### src/hdl/tscl_pkg.sv
// ----------------------------------------------------------------------------
// Two-sensor code lock package
// Shared types, register indexes, result codes and the digit pattern table.
// ----------------------------------------------------------------------------
package tscl_pkg;

	localparam int CFG_IDX_W  = 2;
	localparam int CFG_DATA_W = 16;

	typedef enum logic [CFG_IDX_W-1:0] {
		CFG_DEBOUNCE      = 2'd0,
		CFG_IDLE_TIMEOUT  = 2'd1,
		CFG_SECRET_FIRST  = 2'd2,
		CFG_SECRET_SECOND = 2'd3
	} cfg_idx_t;

	// Lock progress, one-hot.
	typedef enum logic [4:0] {
		ST_FIRST  = 5'b00001,
		ST_SECOND = 5'b00010,
		ST_CHECK  = 5'b00100,
		ST_ACCEPT = 5'b01000,
		ST_REJECT = 5'b10000
	} lock_state_t;

	// Phase codes as they appear on the result.
	localparam logic [2:0] PH_FIRST  = 3'd0;
	localparam logic [2:0] PH_SECOND = 3'd1;
	localparam logic [2:0] PH_CHECK  = 3'd2;
	localparam logic [2:0] PH_ACCEPT = 3'd3;
	localparam logic [2:0] PH_REJECT = 3'd4;

	typedef enum logic [1:0] {
		EV_NONE      = 2'd0,
		EV_ACCEPTED  = 2'd1,
		EV_REJECTED  = 2'd2,
		EV_EMERGENCY = 2'd3
	} event_t;

	// Seven-segment pattern of a decimal digit, bit 0 is segment A.
	function automatic logic [6:0] seg_pattern(input logic [3:0] digit);
		logic [6:0] pat;
		case (digit)
			4'd0:    pat = 7'h3F;
			4'd1:    pat = 7'h06;
			4'd2:    pat = 7'h5B;
			4'd3:    pat = 7'h4F;
			4'd4:    pat = 7'h66;
			4'd5:    pat = 7'h6D;
			4'd6:    pat = 7'h7D;
			4'd7:    pat = 7'h07;
			4'd8:    pat = 7'h7F;
			4'd9:    pat = 7'h6F;
			default: pat = 7'h00;
		endcase
		return pat;
	endfunction

	function automatic logic [2:0] phase_code(input lock_state_t st);
		logic [2:0] code;
		unique case (st)
			ST_FIRST:  code = PH_FIRST;
			ST_SECOND: code = PH_SECOND;
			ST_CHECK:  code = PH_CHECK;
			ST_ACCEPT: code = PH_ACCEPT;
			ST_REJECT: code = PH_REJECT;
			default:   code = PH_FIRST;
		endcase
		return code;
	endfunction

endpackage

### src/hdl/two_sensor_code_lock.sv
// ----------------------------------------------------------------------------
// Two-sensor code lock
// Counts debounced presses on two active-low sensors, checks them against a
// two-digit secret and reports the outcome, one result for every tick.
// ----------------------------------------------------------------------------
// Usage: every request on the input channel is one tick holding both sensor
// levels (0 means active) and an emergency flag. Every tick yields exactly one
// request on the output channel with the displayed segment pattern, the lock
// phase after the tick and an event code.
// A taken tick waits in the input register and is processed as it moves on
// into the result register, which then offers the result. Throughput: one
// tick per cycle unless the receiver stalls. The tick and result registers
// are separate, so a new tick is taken while an earlier result waits.
// Stalls: while the receiver stalls, the result register holds its request;
// one more tick is kept in the input register, and only then does in_stall
// rise. Nothing is lost or repeated.
// Reset: clears the lock state, counters and display and loads the register
// defaults (debounce 5, idle timeout 100, secret digits 2 and 3).
// Configuration writes take effect on the next edge; the user must make them
// while the block is idle, which the block itself does not enforce.
// ----------------------------------------------------------------------------
module two_sensor_code_lock #(
	parameter int MAX_PRESSES = 4
) (
	input  logic                           clk,
	input  logic                           arst_n,
	input  logic                           cfg_we,
	input  logic [tscl_pkg::CFG_IDX_W-1:0] cfg_index,
	input  logic [tscl_pkg::CFG_DATA_W-1:0] cfg_data,
	input  logic                           in_valid,
	output logic                           in_stall,
	input  logic                           sensor_one_level,
	input  logic                           sensor_two_level,
	input  logic                           emergency_press,
	output logic                           out_valid,
	input  logic                           out_stall,
	output logic [6:0]                     segments,
	output logic [2:0]                     phase,
	output logic [1:0]                     event_res
);
	import tscl_pkg::*;

	// The count must hold MAX_PRESSES itself.
	localparam int CW = $clog2(MAX_PRESSES + 1);
	localparam logic [CW-1:0] CNT_MAX = CW'(MAX_PRESSES);

	// Configuration registers.
	logic [7:0]  debounce_q;
	logic [15:0] timeout_q;
	logic [2:0]  secret_first_q;
	logic [2:0]  secret_second_q;

	always_ff @(posedge clk or negedge arst_n) begin
		if (!arst_n) begin
			debounce_q      <= 8'd5;
			timeout_q       <= 16'd100;
			secret_first_q  <= 3'd2;
			secret_second_q <= 3'd3;
		end else if (cfg_we) begin
			unique case (cfg_idx_t'(cfg_index))
				CFG_DEBOUNCE:      debounce_q      <= cfg_data[7:0];
				CFG_IDLE_TIMEOUT:  timeout_q       <= cfg_data;
				CFG_SECRET_FIRST:  secret_first_q  <= cfg_data[2:0];
				CFG_SECRET_SECOND: secret_second_q <= cfg_data[2:0];
				default: ;
			endcase
		end
	end

	// Input register: one tick waiting to be processed.
	logic valid_s1;
	logic one_level_s1;
	logic two_level_s1;
	logic emergency_s1;
	logic advance;

	// The tick moves on whenever the result register is empty or being drained.
	assign advance  = valid_s1 && (!out_valid || !out_stall);
	assign in_stall = valid_s1 && !advance;

	always_ff @(posedge clk or negedge arst_n) begin
		if (!arst_n) begin
			valid_s1 <= 1'b0;
		end else if (!in_stall) begin
			valid_s1 <= in_valid;
		end
	end

	always_ff @(posedge clk) begin
		if (in_valid && !in_stall) begin
			one_level_s1 <= sensor_one_level;
			two_level_s1 <= sensor_two_level;
			emergency_s1 <= emergency_press;
		end
	end

	// Lock state.
	lock_state_t state_q;
	logic [CW-1:0] first_count_q;
	logic [CW-1:0] second_count_q;
	logic [15:0]   first_idle_q;
	logic [15:0]   second_idle_q;
	logic [7:0]    first_holdoff_q;
	logic [7:0]    second_holdoff_q;
	logic          first_was_q;
	logic          second_was_q;
	logic [6:0]    shown_q;

	// Next-state values for one tick.
	lock_state_t state_d;
	logic [CW-1:0] first_count_d;
	logic [CW-1:0] second_count_d;
	logic [15:0]   first_idle_d;
	logic [15:0]   second_idle_d;
	logic [7:0]    first_holdoff_d;
	logic [7:0]    second_holdoff_d;
	logic          first_was_d;
	logic          second_was_d;
	logic [6:0]    shown_d;
	event_t        event_d;
	logic          one_active;
	logic          two_active;
	logic          first_edge;
	logic          second_edge;
	logic          secret_match;
	logic          back_to_start;

	assign one_active = !one_level_s1;
	assign two_active = !two_level_s1;

	// A secret beyond the largest count can never match, hence the wide compare.
	assign secret_match = ({{(4 - CW){1'b0}}, first_count_q} == {1'b0, secret_first_q}) &&
		({{(4 - CW){1'b0}}, second_count_q} == {1'b0, secret_second_q});

	always_comb begin
		state_d          = state_q;
		first_count_d    = first_count_q;
		second_count_d   = second_count_q;
		first_idle_d     = first_idle_q;
		second_idle_d    = second_idle_q;
		first_holdoff_d  = first_holdoff_q;
		second_holdoff_d = second_holdoff_q;
		first_was_d      = first_was_q;
		second_was_d     = second_was_q;
		shown_d          = shown_q;
		event_d          = EV_NONE;
		first_edge       = 1'b0;
		second_edge      = 1'b0;
		back_to_start    = 1'b0;

		if (emergency_s1) begin
			event_d       = EV_EMERGENCY;
			back_to_start = 1'b1;
		end else begin
			if (first_holdoff_q != 8'd0) begin
				first_holdoff_d = first_holdoff_q - 8'd1;
			end
			if (second_holdoff_q != 8'd0) begin
				second_holdoff_d = second_holdoff_q - 8'd1;
			end

			// Sensor one is only watched while the first digit is entered.
			if (state_q == ST_FIRST) begin
				first_edge = one_active && !first_was_q && (first_holdoff_d == 8'd0);
				if (first_edge) begin
					if (first_count_q < CNT_MAX) begin
						first_count_d = first_count_q + CW'(1);
						shown_d       = seg_pattern(4'(first_count_d));
					end
					first_idle_d    = 16'd0;
					first_holdoff_d = debounce_q;
				end
				if (first_count_d != '0 && first_idle_d != 16'hFFFF) begin
					first_idle_d = first_idle_d + 16'd1;
				end
			end

			if (state_q == ST_SECOND) begin
				second_edge = two_active && !second_was_q && (second_holdoff_d == 8'd0);
				if (second_edge) begin
					if (second_count_q < CNT_MAX) begin
						second_count_d = second_count_q + CW'(1);
						shown_d        = seg_pattern(4'(second_count_d));
					end
					second_idle_d    = 16'd0;
					second_holdoff_d = debounce_q;
				end
				if (second_count_d != '0 && second_idle_d != 16'hFFFF) begin
					second_idle_d = second_idle_d + 16'd1;
				end
			end

			first_was_d  = one_active;
			second_was_d = two_active;

			unique case (state_q)
				ST_FIRST: begin
					if (first_count_d != '0 && first_idle_d >= timeout_q) begin
						state_d       = ST_SECOND;
						second_idle_d = 16'd0;
					end
				end
				ST_SECOND: begin
					if (second_count_d != '0 && second_idle_d >= timeout_q) begin
						state_d = ST_CHECK;
					end
				end
				ST_CHECK: begin
					state_d = secret_match ? ST_ACCEPT : ST_REJECT;
				end
				ST_ACCEPT: begin
					event_d       = EV_ACCEPTED;
					back_to_start = 1'b1;
				end
				ST_REJECT: begin
					event_d       = EV_REJECTED;
					back_to_start = 1'b1;
				end
				default: begin
					back_to_start = 1'b1;
				end
			endcase
		end

		if (back_to_start) begin
			state_d          = ST_FIRST;
			first_count_d    = '0;
			second_count_d   = '0;
			first_idle_d     = 16'd0;
			second_idle_d    = 16'd0;
			first_holdoff_d  = 8'd0;
			second_holdoff_d = 8'd0;
			first_was_d      = 1'b0;
			second_was_d     = 1'b0;
			shown_d          = 7'd0;
		end
	end

	// State advances once per processed tick.
	always_ff @(posedge clk or negedge arst_n) begin
		if (!arst_n) begin
			state_q          <= ST_FIRST;
			first_count_q    <= '0;
			second_count_q   <= '0;
			first_idle_q     <= 16'd0;
			second_idle_q    <= 16'd0;
			first_holdoff_q  <= 8'd0;
			second_holdoff_q <= 8'd0;
			first_was_q      <= 1'b0;
			second_was_q     <= 1'b0;
			shown_q          <= 7'd0;
		end else if (advance) begin
			state_q          <= state_d;
			first_count_q    <= first_count_d;
			second_count_q   <= second_count_d;
			first_idle_q     <= first_idle_d;
			second_idle_q    <= second_idle_d;
			first_holdoff_q  <= first_holdoff_d;
			second_holdoff_q <= second_holdoff_d;
			first_was_q      <= first_was_d;
			second_was_q     <= second_was_d;
			shown_q          <= shown_d;
		end
	end

	// Result register: holds its request until the receiver takes it.
	logic       out_valid_q;
	logic [6:0] segments_q;
	logic [2:0] phase_q;
	logic [1:0] event_q;

	always_ff @(posedge clk or negedge arst_n) begin
		if (!arst_n) begin
			out_valid_q <= 1'b0;
		end else if (advance) begin
			out_valid_q <= 1'b1;
		end else if (!out_stall) begin
			out_valid_q <= 1'b0;
		end
	end

	always_ff @(posedge clk) begin
		if (advance) begin
			segments_q <= shown_d;
			phase_q    <= phase_code(state_d);
			event_q    <= event_d;
		end
	end

	assign out_valid = out_valid_q;
	assign segments  = segments_q;
	assign phase     = phase_q;
	assign event_res = event_q;

	// Every reported event leaves the lock back at the start with a blank display.
	assert property (@(posedge clk) disable iff (!arst_n)
		out_valid_q && event_q != EV_NONE |-> phase_q == PH_FIRST && segments_q == 7'd0)
		else $error("event reported without return to start");

	// Counts never pass their saturation limit.
	assert property (@(posedge clk) disable iff (!arst_n)
		first_count_q <= CNT_MAX && second_count_q <= CNT_MAX)
		else $error("press count beyond limit");

	// A tick is only held back while a result is waiting on a stalled receiver.
	assert property (@(posedge clk) disable iff (!arst_n)
		in_stall |-> valid_s1 && out_valid_q && out_stall)
		else $error("input stalled without output backpressure");

	// A tick in the check phase, with no emergency, resolves to accept or reject.
	assert property (@(posedge clk) disable iff (!arst_n)
		advance && state_q == ST_CHECK && !emergency_s1
		|=> state_q == ST_ACCEPT || state_q == ST_REJECT)
		else $error("check phase did not resolve");

endmodule
### config.mk
export PLATFORM = sky130hd
export DESIGN_NAME = two_sensor_code_lock
export DESIGN_NICKNAME = d
export VERILOG_FILES = /design/src/hdl/tscl_pkg.sv /design/src/hdl/two_sensor_code_lock.sv
export SDC_FILE = /design/constraint.sdc
export NUM_CORES = 1
export LEC_CHECK = 0
export BUFFER_PORTS_ARGS = -buffer_cell sky130_fd_sc_hd__buf_2
export CORE_ASPECT_RATIO = 1.2
export CORE_MARGIN = 2
export CORE_UTILIZATION = 39
export CTS_CLUSTER_SIZE = 16
export DETAILED_ROUTE_END_ITERATION = 8
export HOLD_SLACK_MARGIN = 0.12
export PLACE_DENSITY = 0.56
export SYNTH_ARGS = -nofsm -noshare
export SYNTH_HDL_FRONTEND = slang
export SYNTH_SLANG_ARGS = --single-unit
export TNS_END_PERCENT = 20
### constraint.sdc
create_clock -name clk -period 5.8 [get_ports clk]
set_input_delay 0.87 -clock clk [delete_from_list [all_inputs] [get_ports clk]]
set_output_delay 0.87 -clock clk [all_outputs]
set_load 0.02 [all_outputs]
==> impl_summary.md <==
STA
The post-route fraction of the period consumed by the critical path is 94.1%. The shortest clock period the worst path allows after layout is 5460 ps. Adding up every negative setup slack in the final design gives 0 ps. The final hold violation count is 0. Timing would allow up to about 0.18 GHz. The final count of pins violating max slew is 0. In this run the tightest slew margin relative to its limit is about a quarter.

The number of endpoints failing setup at the final stage is 0. For the pin with the worst max-slew slack, the measured transition is 1140 ps. Setup repair after global routing left no endpoint under its margin. Between clock sinks in the finished design, the worst skew comes to 8.68 ps.

Placement
The total cell area at the placement stage is 8100 um^2. The number of port buffers is 39. The detailed placer's ending HPWL is 14700 um. Routability-driven placement finished with a final weighted congestion of 0.842.

Floorplanning
The number of top-level pins is 40. Once the floorplan was initialized, standard cells occupied 40.0% of the core. The core region is 18900 um^2. The die footprint is 20500 um^2.

The die is between 100 and 150 um wide. From bottom edge to top edge, the die measures between 150 and 200 um. The number of placement rows is 55.

Cells and area
After the last flow step, the layout net total stands at 940. The area growth from synthesis to layout is 15.4%. After routing the design area is 8730 um^2.

Cells with a size suffix above 1 make up 18.5% of the layout. The repair_antennas step left the layout with diodes totalling 0.

Setup path
Setup slack on the worst reg-to-reg path comes out at 340 ps. STA classifies the critical path startpoint as a flip-flop. The end of the worst register-to-register path is second_idle_q[0]. The critical path launch point is first_holdoff_q[1].

Measured in cells, the most critical reg-to-reg path has a length of 24. The largest driver fanout on the critical path is 10. STA classifies the critical path endpoint as a flip-flop. The launch point of the worst reg-to-reg path is first_holdoff_q[1].

The class of the most critical setup path is reg -> reg. Data on the critical path arrives at its endpoint at 5820 ps. Data on the critical path is required at its endpoint by ~6000 ps.

Clocking
Hold repair after CTS inserted 0 buffers. The number of sinks driven by the clock tree is ~120. For the worst-skew pair, the clock arrives at the later sink with an insertion delay of 420 ps. TritonCTS built the clock tree.

The deepest clock path buffer count is 2. The clock tree synthesis step divided the H-tree into 4 levels. The tree is rooted in a clkbuf_16. Counting the buffers created by CTS gives 17.

Clock-pin slew was measured on the worst setup and hold paths at 60 ps.

Synth
The synthesized design contains 15 enable-type register cells. The fraction of registers with async set or reset after synthesis is 87.0%. The synthesized instance count is 824. The total standard cell area after synthesis is 7560 um^2. In this run, synthesis produced a sequential element count of 115. The sequential area share after synthesis is roughly 40%. The commonest register cell after synthesis is dfrtp_1. The commonest cells after synthesis are nand2_1 (107), dfrtp_1 (91), o21ai_0 (68), ha_1 (46). In the post-synthesis netlist, the biggest area contributors are dfrtp_1 (30%), ha_1 (7.6%), edfxtp_1 (6.0%), mux2_2 (5.4%), nand2_1 (5.3%). The count of different cell masters after synthesis is 75.

The largest total area in the synthesized netlist belongs to dfrtp_1. Yosys printed 0 warnings. The number of nets in the synthesized netlist is 896. The fraction of post-synthesis cell area in the top cell type by area is roughly 30%. nand2_1 is the most common cell in the netlist. The per-instance average area after synthesis is a little over 9 um^2.

Detailed routing
The average detailed-routed wire length per instance is 18.3 um. The detailed-route vias per instance is 5.67. The total DRC errors in the routed layout is 0. Summed over all layers, the routed wires come to 20800 um. The violation count after the first detailed-route iteration is ~380. Across all layers, the routed design uses 6448 vias. Once detail routing completed, the nets flagged for antenna violations numbered 0. The first TritonRoute pass finished after 4 iterations.

GRT
The number of antenna violations at the first check in global routing is 0. Entering global routing, the biggest net connects 55 pins. The wire length of the first global-routing pass is 33700 um. The number of global-route vias before repair is 6255. The overflow left after global routing is 0. In the global route stage, overall resource usage came out at 20.9%.

Hold path
The class of the tightest hold or removal check is reg -> reg. The worst hold path startpoint is two_level_s1. The end point of the worst hold path is second_was_q. Along the worst hold path, the cell count comes to 1.

Pwr
Power spread over the standard cell area amounts to 356 nW/um^2. For this design the static power due to leakage is 0.00369 uW. VDD sags by at most 0.000203 V.

Run status
The run finished with clean final reports.

Job
Max-cap violations in this run came to 0.
## layout make-up
class	instances	area [um^2]
clock inverter	13	136
timing repair buffer	63	378
tap	256	320
multi-input combinational	628	4330
inverter	43	161
clock buffer	19	443
sequential	115	2960
fill	1885	10200
## what timing repair did
item / 4_1_cts / 5_1_grt
resized for setup: 0 / 10
setup buffers: 0 / 1
setup endpoints to repair: 0 / 20
## report_power, final
group / switching, uW / internal, uW
Sequential: 126 / 938
Clock: 391 / 640
Combinational: 603 / 408
## placed cells by master (no fill, tap or decap), types with 13 or more instances in the layout
master	count
nand2_1	107
dfrtp_1	91
o21ai_0	68
ha_1	46
nor2_1	42
inv_1	42
buf_2	38
mux2_2	36
nand3_1	30
a21oi_1	30
buf_4	25
nor3_1	21
xnor2_1	20
o31ai_1	18
clkbuf_16	17
edfxtp_1	15
nand4_1	14
xor2_1	14
a31oi_1	13
## per-layer routing
| layer | part of all wire [%] | up-vias | GRT usage, % |
|---|---|---|---|
| li1 | - | 3137 | - |
| met4 | 1.9 | 0 | 7.66 |
| met1 | 46 | 3150 | 26.7 |
| met3 | 3.4 | 30 | 3.85 |
| met2 | 49 | 131 | 35.4 |
| met5 | 0 | - | 0 |
## kinds of logic (layout without fill, tap and decap cells)
kind of cell	Yosys count	in the layout	share of synthesized area [%]
compound gates	223	223	19.9
xor+xnor	34	34	3.94
fa+ha+maj	46	46	7.61
buf+inv	81	138	4.19
flops	115	115	39.2
mux	41	41	6.02
simple gates	284	284	19.2
## how the worst max path moves through the flow
stage	endpoint	slack (ps)
final	second_idle_q[0]	340
after global routing	second_idle_q[0]	20
after CTS	second_idle_q[0]	60
after detailed placement	second_idle_q[0]	90
after global placement	second_idle_q[0]	170
after floorplan	second_idle_q[2]	300
## sequential cells by signal (all words and copies together), names as in the netlist, 5 cells and up
signal / flops
first_holdoff_q: 8
second_holdoff_q: 8
state_q: 5
second_idle_q: 16
shown_q: 7
segments: 7
first_idle_q: 16
timeout_q: 16
debounce_q: 8
## stage by stage
step | hold WS, ps | power, uW | setup WS [ps] | cells | utilization (%)
after detailed placement | 456 | 2070 | 88.1 | 1104 | 42.8
after floorplan | 437 | 1760 | 302 | 824 | -
after global placement | 462 | 2070 | 169 | 1104 | 42.8
after CTS | 479 | 3110 | 60.9 | 1136 | 45.8
final | 480 | 3110 | 343 | 1137 | 46.1
after global routing | 501 | 3300 | 18.9 | 1137 | 46.1
## worst max-delay path, stage by stage (launching register included)
cell and delay (ps):
dfrtp_1 430, inv_1 100, ha_1 150, or4b_4 500, o211a_1 250, o22a_1 240
nand2_1 100, and2_1 150, ha_1 230, nand2_1 90, or3_1 420, nor3_4 230
nor2_2 150, nand3_1 170, xor2_1 170, ha_1 260, a21o_1 160, nand3_1 70
a21oi_1 60, a2111oi_1 370, buf_4 190, a21oi_1 110, a211o_2 430, o21ai_1 200
a32o_1 150
Power figures use the tool's default switching activity.
